### src/dms_pkg.sv
// shared types, codes and constants of the drive mode supervisor
package dms_pkg;

   localparam int OFFSET_W   = 12;
   localparam int PULSE_US_W = 12;
   localparam int COUNT_SHIFT = 4;   // sixteen timer counts per microsecond

   localparam logic [OFFSET_W-1:0]   OFFSET_RESET   = 12'd1500;
   localparam logic [PULSE_US_W-1:0] PULSE_RESET_US = 12'd1500;
   localparam logic signed [15:0]    CRAWL_TARGET   = 16'sd50;

   // item operations
   localparam logic [3:0] OP_TICK       = 4'd0;
   localparam logic [3:0] OP_STEER      = 4'd1;
   localparam logic [3:0] OP_THR_OPEN   = 4'd2;
   localparam logic [3:0] OP_THR_CLOSED = 4'd3;
   localparam logic [3:0] OP_CRAWL      = 4'd4;
   localparam logic [3:0] OP_ARM        = 4'd5;
   localparam logic [3:0] OP_KEEPALIVE  = 4'd6;
   localparam logic [3:0] OP_DISARM     = 4'd7;
   localparam logic [3:0] OP_ODO_RESET  = 4'd8;

   // failure codes
   localparam logic [2:0] FAIL_NONE       = 3'd0;
   localparam logic [2:0] FAIL_CHECKSUM   = 3'd1;
   localparam logic [2:0] FAIL_DISABLED   = 3'd2;
   localparam logic [2:0] FAIL_ACTIVE     = 3'd3;
   localparam logic [2:0] FAIL_TRANSITION = 3'd4;

   // kill-switch commands
   localparam logic [1:0] RCMD_NONE      = 2'd0;
   localparam logic [1:0] RCMD_ARM       = 2'd1;
   localparam logic [1:0] RCMD_KEEPALIVE = 2'd2;
   localparam logic [1:0] RCMD_DISARM    = 2'd3;

   // kill-switch states
   localparam logic [2:0] RSTATE_DISARMED     = 3'd0;
   localparam logic [2:0] RSTATE_DISARM_REQ   = 3'd1;
   localparam logic [2:0] RSTATE_DISARM_REMOTE = 3'd2;
   localparam logic [2:0] RSTATE_DISARM_SW    = 3'd3;
   localparam logic [2:0] RSTATE_ARMED        = 3'd4;

   // configuration register indexes
   localparam logic [1:0] CSR_STEER_LEFT  = 2'd0;
   localparam logic [1:0] CSR_STEER_RIGHT = 2'd1;
   localparam logic [1:0] CSR_THR_FWD     = 2'd2;
   localparam logic [1:0] CSR_THR_BWD     = 2'd3;

   typedef enum logic [2:0] {
      MODE_DISABLED   = 3'd0,
      MODE_DISABLING  = 3'd1,
      MODE_STOPPED    = 3'd2,
      MODE_FWD_OPEN   = 3'd3,
      MODE_BWD_OPEN   = 3'd4,
      MODE_FWD_CLOSED = 3'd5,
      MODE_BWD_CLOSED = 3'd6,
      MODE_CRAWL      = 3'd7
   } mode_type;

   typedef struct packed {
      logic [3:0]         op;
      logic               check_ok;
      logic signed [15:0] target;
      logic signed [15:0] tick_delta;
      logic signed [15:0] loop_output;
      logic               bumper_hit;
      logic               remote_valid;
      logic [2:0]         remote_state;
   } req_type;

   typedef struct packed {
      logic               ack;
      logic [2:0]         failure;
      logic [2:0]         mode_out;
      logic [15:0]        throttle_counts;
      logic [15:0]        steering_counts;
      logic               loop_enable;
      logic signed [15:0] target_out;
      logic               loop_reset;
      logic [1:0]         remote_command;
      logic signed [31:0] odometer;
      logic               report_valid;
   } rsp_type;

   typedef struct packed {
      logic [OFFSET_W-1:0] steer_left;
      logic [OFFSET_W-1:0] steer_right;
      logic [OFFSET_W-1:0] thr_fwd;
      logic [OFFSET_W-1:0] thr_bwd;
   } csr_type;

endpackage

### src/dms_csr.sv
// deadzone offset registers written through the csr port
module dms_csr (
   input  logic                    clock,
   input  logic                    reset,
   input  logic                    csr_valid,
   input  logic [1:0]              csr_index,
   input  logic [11:0]             csr_wdata,
   output logic                    csr_ready,
   output dms_pkg::csr_type        offsets
);

   dms_pkg::csr_type offsets_ff;
   dms_pkg::csr_type offsets_in;

   assign csr_ready = 1'b1;
   assign offsets   = offsets_ff;

   always_comb begin
      offsets_in = offsets_ff;
      if (csr_valid) begin
         unique case (csr_index)
            dms_pkg::CSR_STEER_LEFT:  offsets_in.steer_left  = csr_wdata;
            dms_pkg::CSR_STEER_RIGHT: offsets_in.steer_right = csr_wdata;
            dms_pkg::CSR_THR_FWD:     offsets_in.thr_fwd     = csr_wdata;
            dms_pkg::CSR_THR_BWD:     offsets_in.thr_bwd     = csr_wdata;
            default:                  offsets_in = offsets_ff;
         endcase
      end
   end

   always_ff @(posedge clock) begin
      if (reset) begin
         offsets_ff.steer_left  <= dms_pkg::OFFSET_RESET;
         offsets_ff.steer_right <= dms_pkg::OFFSET_RESET;
         offsets_ff.thr_fwd     <= dms_pkg::OFFSET_RESET;
         offsets_ff.thr_bwd     <= dms_pkg::OFFSET_RESET;
      end else begin
         offsets_ff <= offsets_in;
      end
   end

endmodule

### src/dms_pulse.sv
// signed value to saturated pulse width in microseconds
module dms_pulse (
   input  logic signed [15:0] value,
   input  logic [11:0]        pos_offset,
   input  logic [11:0]        neg_offset,
   output logic [11:0]        width_us
);

   logic [12:0]        offset_sum;
   logic [11:0]        offset_mean;
   logic signed [17:0] width_raw;

   always_comb begin
      offset_sum  = {1'b0, pos_offset} + {1'b0, neg_offset};
      offset_mean = offset_sum[12:1];
      if (value > 16'sd0) begin
         width_raw = 18'(value) + $signed({6'b0, pos_offset});
      end else if (value < 16'sd0) begin
         width_raw = 18'(value) + $signed({6'b0, neg_offset});
      end else begin
         width_raw = $signed({6'b0, offset_mean});
      end
      // clamp to 0..4095 us
      if (width_raw < 18'sd0) begin
         width_us = '0;
      end else if (width_raw > 18'sd4095) begin
         width_us = '1;
      end else begin
         width_us = width_raw[11:0];
      end
   end

endmodule

### src/dms_core.sv
// mode state, command checks and tick handling for one item
module dms_core (
   input  logic              clock,
   input  logic              reset,
   input  logic              fire,
   input  dms_pkg::req_type  item,
   input  dms_pkg::csr_type  offsets,
   output dms_pkg::rsp_type  result
);

   dms_pkg::mode_type  mode_ff, mode_in, mode_after_stop;
   logic signed [15:0] target_ff, target_in;
   logic               closed_ff, closed_in;
   logic [31:0]        odom_ff, odom_in;
   logic [11:0]        thr_us_ff, thr_us_in, thr_us_new;
   logic [11:0]        steer_us_ff, steer_us_in, steer_us_new;

   logic               is_tick, cmd_known, cmd_ok, disabled;
   logic               fwd_dir, bwd_dir;
   logic               bump_stop, rest_stop, motion_stop, remote_disarm;
   logic signed [15:0] thr_gated, thr_value;
   logic [2:0]         cmd_fail;

   dms_pulse u_thr_pulse (
      .value      (thr_value),
      .pos_offset (offsets.thr_fwd),
      .neg_offset (offsets.thr_bwd),
      .width_us   (thr_us_new)
   );

   dms_pulse u_steer_pulse (
      .value      (item.target),
      .pos_offset (offsets.steer_left),
      .neg_offset (offsets.steer_right),
      .width_us   (steer_us_new)
   );

   // tick path: direction gating, stop conditions, kill-switch
   always_comb begin
      is_tick  = (item.op == dms_pkg::OP_TICK);
      disabled = (mode_ff == dms_pkg::MODE_DISABLED) || (mode_ff == dms_pkg::MODE_DISABLING);
      fwd_dir  = mode_ff inside {dms_pkg::MODE_FWD_OPEN, dms_pkg::MODE_FWD_CLOSED,
                                 dms_pkg::MODE_CRAWL};
      bwd_dir  = mode_ff inside {dms_pkg::MODE_BWD_OPEN, dms_pkg::MODE_BWD_CLOSED};

      thr_gated = '0;
      if (fwd_dir && item.loop_output >= 16'sd0) begin
         thr_gated = item.loop_output;
      end else if (bwd_dir && item.loop_output <= 16'sd0) begin
         thr_gated = item.loop_output;
      end

      bump_stop   = (mode_ff == dms_pkg::MODE_CRAWL) && item.bumper_hit;
      rest_stop   = !bump_stop && (mode_ff >= dms_pkg::MODE_FWD_OPEN)
                    && (item.tick_delta == 16'sd0) && (target_ff == 16'sd0);
      motion_stop = bump_stop || rest_stop;
      mode_after_stop = motion_stop ? dms_pkg::MODE_STOPPED : mode_ff;

      remote_disarm = item.remote_valid
                      && (item.remote_state >= dms_pkg::RSTATE_DISARM_REQ)
                      && (item.remote_state <= dms_pkg::RSTATE_DISARM_SW)
                      && (mode_after_stop != dms_pkg::MODE_DISABLING);

      thr_value = (motion_stop || remote_disarm) ? 16'sd0 : thr_gated;
   end

   // command checks
   always_comb begin
      cmd_known = (item.op >= dms_pkg::OP_STEER) && (item.op <= dms_pkg::OP_ODO_RESET);
      cmd_ok    = cmd_known && item.check_ok;
      cmd_fail  = dms_pkg::FAIL_NONE;
      unique case (item.op)
         dms_pkg::OP_THR_OPEN: begin
            if (disabled) begin
               cmd_fail = dms_pkg::FAIL_DISABLED;
            end else if (mode_ff == dms_pkg::MODE_STOPPED) begin
               cmd_fail = dms_pkg::FAIL_NONE;
            end else if (fwd_dir) begin
               if (item.target < 16'sd0) cmd_fail = dms_pkg::FAIL_TRANSITION;
            end else begin
               if (item.target > 16'sd0) cmd_fail = dms_pkg::FAIL_TRANSITION;
            end
         end
         dms_pkg::OP_THR_CLOSED: begin
            if (disabled) begin
               cmd_fail = dms_pkg::FAIL_DISABLED;
            end else if (mode_ff == dms_pkg::MODE_STOPPED) begin
               cmd_fail = dms_pkg::FAIL_NONE;
            end else if (mode_ff == dms_pkg::MODE_FWD_CLOSED
                         || mode_ff == dms_pkg::MODE_CRAWL) begin
               if (item.target < 16'sd0) cmd_fail = dms_pkg::FAIL_TRANSITION;
            end else if (mode_ff == dms_pkg::MODE_BWD_CLOSED) begin
               if (item.target > 16'sd0) cmd_fail = dms_pkg::FAIL_TRANSITION;
            end else begin
               cmd_fail = dms_pkg::FAIL_TRANSITION;
            end
         end
         dms_pkg::OP_CRAWL: begin
            if (disabled) begin
               cmd_fail = dms_pkg::FAIL_DISABLED;
            end else if (!(mode_ff inside {dms_pkg::MODE_STOPPED, dms_pkg::MODE_CRAWL,
                                           dms_pkg::MODE_FWD_CLOSED})) begin
               cmd_fail = dms_pkg::FAIL_TRANSITION;
            end
         end
         dms_pkg::OP_ARM: begin
            if (mode_ff != dms_pkg::MODE_DISABLED) cmd_fail = dms_pkg::FAIL_ACTIVE;
         end
         dms_pkg::OP_KEEPALIVE: begin
            if (disabled) cmd_fail = dms_pkg::FAIL_DISABLED;
         end
         default: cmd_fail = dms_pkg::FAIL_NONE;
      endcase
   end

   // next state
   always_comb begin
      mode_in     = mode_ff;
      target_in   = target_ff;
      closed_in   = closed_ff;
      odom_in     = odom_ff;
      thr_us_in   = thr_us_ff;
      steer_us_in = steer_us_ff;
      if (is_tick) begin
         odom_in   = odom_ff + 32'(item.tick_delta);
         thr_us_in = thr_us_new;
         mode_in   = mode_after_stop;
         if (motion_stop || remote_disarm) target_in = '0;
         if (item.remote_valid) begin
            if (item.remote_state == dms_pkg::RSTATE_DISARMED) begin
               mode_in = dms_pkg::MODE_DISABLED;
            end else if (item.remote_state <= dms_pkg::RSTATE_DISARM_SW) begin
               mode_in = dms_pkg::MODE_DISABLING;
            end else if (item.remote_state == dms_pkg::RSTATE_ARMED
                         && (mode_after_stop == dms_pkg::MODE_DISABLED
                             || mode_after_stop == dms_pkg::MODE_DISABLING)) begin
               mode_in = dms_pkg::MODE_STOPPED;
            end
         end
      end else if (cmd_ok && cmd_fail == dms_pkg::FAIL_NONE) begin
         unique case (item.op)
            dms_pkg::OP_STEER: steer_us_in = steer_us_new;
            dms_pkg::OP_THR_OPEN: begin
               if (mode_ff == dms_pkg::MODE_STOPPED) begin
                  if (item.target > 16'sd0) mode_in = dms_pkg::MODE_FWD_OPEN;
                  else if (item.target < 16'sd0) mode_in = dms_pkg::MODE_BWD_OPEN;
               end
               target_in = item.target;
               closed_in = 1'b0;
            end
            dms_pkg::OP_THR_CLOSED: begin
               if (mode_ff == dms_pkg::MODE_STOPPED) begin
                  if (item.target > 16'sd0) mode_in = dms_pkg::MODE_FWD_CLOSED;
                  else if (item.target < 16'sd0) mode_in = dms_pkg::MODE_BWD_CLOSED;
               end
               target_in = item.target;
               closed_in = 1'b1;
            end
            dms_pkg::OP_CRAWL: begin
               mode_in   = dms_pkg::MODE_CRAWL;
               target_in = dms_pkg::CRAWL_TARGET;
               closed_in = 1'b1;
            end
            dms_pkg::OP_ODO_RESET: odom_in = '0;
            default: mode_in = mode_ff;
         endcase
      end
   end

   // result fields
   always_comb begin
      result.ack            = 1'b0;
      result.failure        = dms_pkg::FAIL_NONE;
      result.remote_command = dms_pkg::RCMD_NONE;
      result.loop_reset     = 1'b0;
      result.report_valid   = 1'b0;
      if (is_tick) begin
         result.ack          = 1'b1;
         result.loop_reset   = motion_stop || remote_disarm;
         result.report_valid = item.remote_valid;
      end else if (cmd_known && !item.check_ok) begin
         result.failure = dms_pkg::FAIL_CHECKSUM;
      end else if (cmd_ok) begin
         result.failure = cmd_fail;
         result.ack     = (cmd_fail == dms_pkg::FAIL_NONE);
         if (cmd_fail == dms_pkg::FAIL_NONE) begin
            unique case (item.op)
               dms_pkg::OP_ARM:       result.remote_command = dms_pkg::RCMD_ARM;
               dms_pkg::OP_KEEPALIVE: result.remote_command = dms_pkg::RCMD_KEEPALIVE;
               dms_pkg::OP_DISARM:    result.remote_command = dms_pkg::RCMD_DISARM;
               default:               result.remote_command = dms_pkg::RCMD_NONE;
            endcase
         end
      end
      result.mode_out        = mode_in;
      result.throttle_counts = {thr_us_in, {dms_pkg::COUNT_SHIFT{1'b0}}};
      result.steering_counts = {steer_us_in, {dms_pkg::COUNT_SHIFT{1'b0}}};
      result.loop_enable     = closed_in;
      result.target_out      = target_in;
      result.odometer        = odom_in;
   end

   always_ff @(posedge clock) begin
      if (reset) begin
         mode_ff     <= dms_pkg::MODE_DISABLED;
         target_ff   <= '0;
         closed_ff   <= 1'b0;
         odom_ff     <= '0;
         thr_us_ff   <= dms_pkg::PULSE_RESET_US;
         steer_us_ff <= dms_pkg::PULSE_RESET_US;
      end else if (fire) begin
         mode_ff     <= mode_in;
         target_ff   <= target_in;
         closed_ff   <= closed_in;
         odom_ff     <= odom_in;
         thr_us_ff   <= thr_us_in;
         steer_us_ff <= steer_us_in;
      end
   end

endmodule

### src/drive_mode_supervisor.sv
// top level of the drive mode supervisor: item registers, core and offset registers
//
// Drive mode supervisor. Each item on req_ is either a 20 ms tick or a host
// command and yields exactly one result item on rsp_ carrying ack/failure, the
// mode after the item, both pulse widths in timer counts (16 per us), the
// closed-loop flag and target for the external PID, a PID clear pulse, the
// kill-switch command to send, the odometer and the report flag. An item is
// taken into an input register, evaluated by one pass of mode logic against
// the held state and written to the result register; one item is accepted
// every clock cycle while req_stall is low, and the result is held in the
// result register and driven onto rsp_ from there. req_stall only rises when
// the input register is full and the result register is held by rsp_stall.
// Offset registers are written through csr_ (always ready) and are meant to
// change only while no item is in flight; pulse widths are computed when an
// item passes, so a new offset shows up at the next tick or steering command.
module drive_mode_supervisor (
   input  logic              clock,
   input  logic              reset,
   // item input
   input  logic              req_valid,
   output logic              req_stall,
   input  dms_pkg::req_type  req_item,
   // result output
   output logic              rsp_valid,
   input  logic              rsp_stall,
   output dms_pkg::rsp_type  rsp_item,
   // offset register writes
   input  logic              csr_valid,
   output logic              csr_ready,
   input  logic [1:0]        csr_index,
   input  logic [11:0]       csr_wdata
);

   dms_pkg::req_type  req_ff, req_in;
   logic              req_valid_ff, req_valid_in;
   dms_pkg::rsp_type  rsp_ff, rsp_in, core_result;
   logic              rsp_valid_ff, rsp_valid_in;
   dms_pkg::csr_type  offsets;
   logic              fire;
   logic              req_take;

   // the held item moves on when the result register is empty or being drained
   assign fire      = req_valid_ff && (!rsp_valid_ff || !rsp_stall);
   assign req_stall = req_valid_ff && !fire;
   assign req_take  = req_valid && !req_stall;

   assign rsp_valid = rsp_valid_ff;
   assign rsp_item  = rsp_ff;

   dms_csr u_csr (
      .clock     (clock),
      .reset     (reset),
      .csr_valid (csr_valid),
      .csr_index (csr_index),
      .csr_wdata (csr_wdata),
      .csr_ready (csr_ready),
      .offsets   (offsets)
   );

   dms_core u_core (
      .clock   (clock),
      .reset   (reset),
      .fire    (fire),
      .item    (req_ff),
      .offsets (offsets),
      .result  (core_result)
   );

   always_comb begin
      // input register: load on acceptance, empty once the item has fired
      req_valid_in = req_take || (req_valid_ff && !fire);
      req_in       = req_take ? req_item : req_ff;
      // result register: load on fire, hold while stalled
      rsp_valid_in = fire || (rsp_valid_ff && rsp_stall);
      rsp_in       = fire ? core_result : rsp_ff;
   end

   always_ff @(posedge clock) begin
      if (reset) begin
         req_valid_ff <= 1'b0;
         rsp_valid_ff <= 1'b0;
      end else begin
         req_valid_ff <= req_valid_in;
         rsp_valid_ff <= rsp_valid_in;
      end
   end

   always_ff @(posedge clock) begin
      req_ff <= req_in;
      rsp_ff <= rsp_in;
   end

`ifndef SYNTHESIS
   // a held item that cannot move stays held
   a_hold_item : assert property (@(posedge clock) disable iff (reset)
      req_valid_ff && !fire |=> req_valid_ff)
      else $error("input register lost an item");

   // a refused item never clears the pid nor reports
   a_refused_quiet : assert property (@(posedge clock) disable iff (reset)
      rsp_valid && !rsp_item.ack |-> !rsp_item.loop_reset && !rsp_item.report_valid)
      else $error("refused item pulsed loop_reset or report_valid");

   // a failure code always comes with a refusal
   a_fail_nack : assert property (@(posedge clock) disable iff (reset)
      rsp_valid && rsp_item.failure != dms_pkg::FAIL_NONE |-> !rsp_item.ack)
      else $error("failure code with ack");

   // clearing the pid also clears the motion target
   a_reset_target : assert property (@(posedge clock) disable iff (reset)
      rsp_valid && rsp_item.loop_reset |-> rsp_item.target_out == 16'sd0)
      else $error("loop_reset with nonzero target");

   // a kill-switch command is only sent for an accepted command
   a_rcmd_ack : assert property (@(posedge clock) disable iff (reset)
      rsp_valid && rsp_item.remote_command != dms_pkg::RCMD_NONE
      |-> rsp_item.ack && !rsp_item.report_valid)
      else $error("kill-switch command without an accepted command");
`endif

endmodule

### config.mk
export PLATFORM = sky130hd
export DESIGN_NAME = drive_mode_supervisor
export DESIGN_NICKNAME = d
export VERILOG_FILES = /design/src/dms_pkg.sv /design/src/dms_csr.sv /design/src/dms_pulse.sv /design/src/dms_core.sv /design/src/drive_mode_supervisor.sv
export SDC_FILE = /design/constraint.sdc
export NUM_CORES = 1
export LEC_CHECK = 0
export BUFFER_PORTS_ARGS = -buffer_cell sky130_fd_sc_hd__buf_2
export CORE_MARGIN = 10
export CORE_UTILIZATION = 54
export CTS_CLUSTER_DIAMETER = 150
export DETAILED_ROUTE_END_ITERATION = 12
export PLACE_DENSITY = 0.74
export SLEW_MARGIN = 5
export SYNTH_ARGS = -nofsm -noshare
export SYNTH_HDL_FRONTEND = slang
export SYNTH_SLANG_ARGS = --single-unit
### constraint.sdc
create_clock -name clock -period 5.36 [get_ports clock]
set_input_delay 0.268 -clock clock [delete_from_list [all_inputs] [get_ports clock]]
set_output_delay 0.268 -clock clock [all_outputs]
set_load 0.005 [all_outputs]
Word-level counts from Yosys, hierarchy flattened:

Index checks and enable logic that the tools add are counted.

* memory bits (writable): 0
* input bits: 77
* register bits after elaboration: 268
* logic and storage cells: 186
* bits in read-only memories: 0
* memories kept: 0
* output and inout port bits: 95
* bits in latches: 0

* mux-type cells: 57
* add/subtract/negate cells: 7
* $lt $le $gt $ge: 15
* equal/unequal tests: 21
* bitwise operators: 2
* $mul: 0
* div/mod/pow operators: 0
* reduce and logical (&&, ||, !) cells: 52
* shifts and indexed selects: 0

Operators with widths (number)
* 2-to-1 mux 12 bit: 8
* 2-to-1 mux 16 bit: 6
* 2-to-1 mux 32 bit: 3
* 2-to-1 mux 18 bit: 4
* 2-to-1 mux 3 bit: 24
* adder 16 x 13 -> 17 bit: 4
* greater-than comparator 18 x 13 -> 1 bit (second input constant): 2
* < comparator 18 x 1 -> 1 bit (second input constant): 2
* adder 32 bit: 1
* greater-than comparator 16 x 1 -> 1 bit (second input constant): 2
* zero test 16 bit: 2
* < comparator 16 x 1 -> 1 bit (second input constant): 2
* one-hot mux 16 bit (2 select lines): 1
* adder 12 x 12 -> 13 bit: 2
* logical AND 1 bit: 18
* == test 4 x 3 -> 1 bit (second input constant): 4
* greater-or-equal comparator 16 x 1 -> 1 bit (second input constant): 1
* less-or-equal comparator 16 x 1 -> 1 bit (second input constant): 1
* == test 3 bit (second input constant): 5
* one-hot mux 3 bit (5 select lines): 1
* zero test 3 bit: 4
* one-hot mux 3 bit (3 select lines): 1
* nonzero test 3 bit: 3
* == test 4 x 2 -> 1 bit (second input constant): 2
* other kinds (27): 51

Longest topological paths before layout:

* depth after elaboration: 19
* mapped depth: 18
* depth with buffers taken out: 17

Cells and area by module:

From an unflattened synthesis, not the netlist that was laid out.

* cell total of the unflattened synthesis: 1689
* area total of the unflattened synthesis: 16671.0 µm²

By module, submodules not included
* dms_core: instances 1, sequential area each 1521.5 µm², area an instance 6020.8 µm², cells an instance 793
* drive_mode_supervisor: instances 1, sequential area each 4544.4 µm², area an instance 4590.7 µm², cells an instance 160
* dms_pulse (u_core.u_thr_pulse): instances 1, sequential area each 0.0 µm², area an instance 2144.6 µm², cells an instance 284
* dms_pulse (u_core.u_steer_pulse): instances 1, sequential area each 0.0 µm², area an instance 2070.7 µm², cells an instance 278
* dms_csr: instances 1, sequential area each 960.9 µm², area an instance 1844.3 µm², cells an instance 174

Worst setup path before layout:

OpenSTA, ideal clock, no wires.

* kind: reg2reg
* start: reg req_ff[36] (netlist bit)
* end: reg rsp_ff (netlist bit rsp_item[83]), data pin
* clock period less this slack: 4302 ps
* data required time: 5104 ps
* buffers on the path: 1
* cell stages (with the launch flop): 19
* path slack: 1058 ps
* setup time: 256 ps
* data arrival time: 4046 ps
* path through: edfxtp_1 -> nor4_1 -> nand4_1 -> nor4_4 -> nor4_2 -> clkbuf_1 -> and2_1 -> ha_1 -> fa_1 -> a21o_1 -> a21oi_1 -> o21a_1 -> o211ai_1 -> and4_1 -> or4b_1 -> o21ai_2 -> nor2_4 -> o2111ai_1 -> a22o_1

RTL lines
* from (decl): line drive_mode_supervisor.sv:34 `dms_pkg::req_type req_ff, req_in;`
* from (signal assigned): line drive_mode_supervisor.sv:89 `req_ff <= req_in;`
* to (signal assigned): line drive_mode_supervisor.sv:90 `rsp_ff <= rsp_in;`
* to (decl): line drive_mode_supervisor.sv:36 `dms_pkg::rsp_type rsp_ff, rsp_in, core_result;`

==> metrics <==
Post-synth EDFFs roughly 140; final hold viol count 0; synth cell count leaders nand2_1 (235), edfxtp_1 (142), dfxtp_1 (126); min-delay src csr_wdata[10]; RSZ-0062 raised after global routing no; Worst Setup SP req_ff[30]; post-route insts no fill ~2200; worst hold path type input pin to flop; leading post-synthesis cells by cell area edfxtp_1 (28%), dfxtp_1 (16%), ha_1 (8.2%), nand2_1 (5.7%), a21oi_1 (3.6%); Routed WL per cell 19.0 um; largest area contributor in the netlist edfxtp_1; register area share after synthesis 0.441; cell area after synthesis 15400 sq um; via count around 13000; gr ovfl total 0; Peak Freq ~0.21 GHz; total core area 27900 sq um; largest fanout on the critical path 15; Final setup viols 0; internal power roughly 0.0037 W; Logic pwr share 0.145; vias in the first global route about 13000; status finished clean; Period Utilization, post-route 0.896; pwr/cell area 278 nW/um^2; CTS tree done; FF+latch count, synth 268; total CTS buffers 29; Switching Fraction 0.263; count of distinct cell types in the synthesized netlist 91; crit path launch type flop; NumNets Final 2005; placed cell count 2097; clock buffer depth 3; Crit. End Element flop; Synth warnings 0; fin. max-slew vios 0; DRT Wirelength 42100 um; Post-synth ARST share 0; minimum clock period 4.80 ns; Leak ~7.4 nW; Seq pwr share 0.459; H-tree Lvls 1; Die Y roughly 190 um; r2r startpoint req_ff[30]; ANT nets after route 0; initial core utilization 0.550; Peak VDD IR 0.000282 V; initial drt markers roughly 1100; max cap viols 0; layout cells sized above 1 0.146; crit path kind flop to flop; relative slew slack 0.252; clk sinks roughly 270; dpl hpwl between 30000 and 40000 um; most frequent cell after synthesis nand2_1; # rows a little over 60; setup TNS 0 ns; IO Port Bufs ~160; Worst EP required approximately 5.7 ns; vias per cell approximately 6; global-route wire length before repair 66800 um; later-pin clock latency in the skew report 0.56 ns; Psw between 0.001 and 0.0015 W; Layout Utilization 0.650; syn avg cell area between 9 and 10 sq um; GRT Total Usage 0.227; Remaining DRCs 0; Data arrival, critical path ~5.1 ns; clk slew on worst S/H paths 0.06 ns; drt pass-1 iters 5; Die ar. ~36000 sq um; Placed Area approximately 16000 sq um; ys flop type edfxtp_1; initial antenna violation count 0; final instance area about 18000 sq um; Ports 172; area share of the largest cell type after synthesis 0.277; GPL Wtd Cong 0.926; Setup Skew 0.0112 ns; Layout area overhead 18.0%; largest net degree at the start of global routing 91; number of diodes 0; Clk network pwr share 0.396; CTS root buffer clkbuf_16; chip width approximately 190 um; cts repair resizes 0; Least-Margin Pin Slew between 1 and 1.5 ns; Post-Syn Instances roughly 1600; setup bufs post-CTS 0
## cell type report
| type | instances | area [sq um] |
|---|---|---|
| Sequential cell | 268 | 6790 |
| Tap cell | 378 | 473 |
| Clock inverter | 15 | 158 |
| Multi-Input combinational cell | 1238 | 8160 |
| Clock buffer | 39 | 815 |
| Timing Repair Buffer | 245 | 1610 |
| Inverter | 38 | 145 |
| Fill cell | 2293 | 9790 |
## final timing paths
check	endpoint	slack [ns]	depth (start not counted)
max	rsp_item[79]	0.56	18
min	u_csr.offsets[34]	0.03	3
max reg2reg	rsp_item[79]	0.56	18
min reg2reg	u_core.steer_us_ff[9]	0.46	2
## worst max-delay path, cell delays in order, from the launching register on
cell and delay (ns):
edfxtp_1 0.41, nor4_1 0.38, nand4_1 0.23, nor4_4 0.52, nor4_2 0.09, buf_4 0.20
and2_1 0.18, ha_1 0.21, fa_1 0.41, a21o_1 0.19, a21oi_1 0.27, o21a_1 0.20
o211ai_1 0.11, and4_1 0.21, or4b_1 0.18, o21ai_2 0.10, nor2_4 0.24, o211ai_1 0.16
a22o_1 0.26
## cell families (layout without fill, tap and decap cells)
kind of cell               after synthesis  after routing  synth area share
and+or+nand+nor                        570            570             0.175
AOI/OAI and AO/OA                      449            449             0.202
other                                    2              9          0.000488
adders and majority gates              108            108            0.0913
DFF                                    268            268             0.441
muxes                                   20             20            0.0132
xor gates and xnor gates                82             82            0.0467
buffers and inverters                  110            337            0.0304
## through the flow
| step | hold WS, ns | total power, W | setup WS, ns |
|---|---|---|---|
| floorplan | 0.367 | 0.00283 | 1.06 |
| CTS | 0.0117 | 0.00507 | 0.613 |
| detailed placement | 0.446 | 0.00304 | 0.655 |
| global placement | 0.436 | 0.00303 | 0.676 |
| finish | 0.0268 | 0.00505 | 0.557 |
| global route | 0.0155 | 0.00526 | 0.256 |
## cells in the final DEF, fill, tap and decap left out, drive strengths merged, types with 18 or more instances in the layout
cell type      n
dlygate4sd3   70
a22o          47
nor4          19
a22oi         18
inv           41
o211ai        18
nand2        235
nand3         55
o21ai         90
edfxtp       142
and2          18
mux2i         18
xor2          33
xnor2         49
a21o          30
nor3          38
clkbuf        39
buf          175
a21oi        114
nor2         127
dfxtp        126
ha           101
## timing repair
action | in CTS | in global routing
hold endpoints to repair | 85 | 0
hold buffers | 70 | 0
setup endpoints to repair | 0 | 0
## power groups by stage
stage | Clock, W | Combinational, W | Sequential, W
after global routing | 0.00212 | 0.000815 | 0.00232
after CTS | 0.00203 | 0.000729 | 0.00232
after global placement | 0 | 0.000669 | 0.00236
final | 0.00200 | 0.000735 | 0.00232
after detailed placement | 0 | 0.000685 | 0.00236
after floorplan | 0 | 0.000495 | 0.00234
## flip-flops by register name (all words and copies together), names as in the netlist
name                cells
rsp_item               84
req_ff                 58
u_csr.offsets          48
u_core.odom_ff         32
u_core.target_ff       16
u_core.steer_us_ff     12
u_core.thr_us_ff       12
u_core.mode_ff          3
req_valid_ff            1
rsp_valid               1
u_core.closed_ff        1
## layer usage
| metal | track usage | vias to the layer above | share of wire |
|---|---|---|---|
| met2 | 0.383 | 508 | 0.47 |
| met5 | 0 | - | 0 |
| met4 | 0.0696 | 0 | 0.030 |
| li1 | - | 6352 | - |
| met1 | 0.292 | 6232 | 0.42 |
| met3 | 0.0367 | 73 | 0.072 |
No activity file was read; power rests on OpenSTA's default activity.
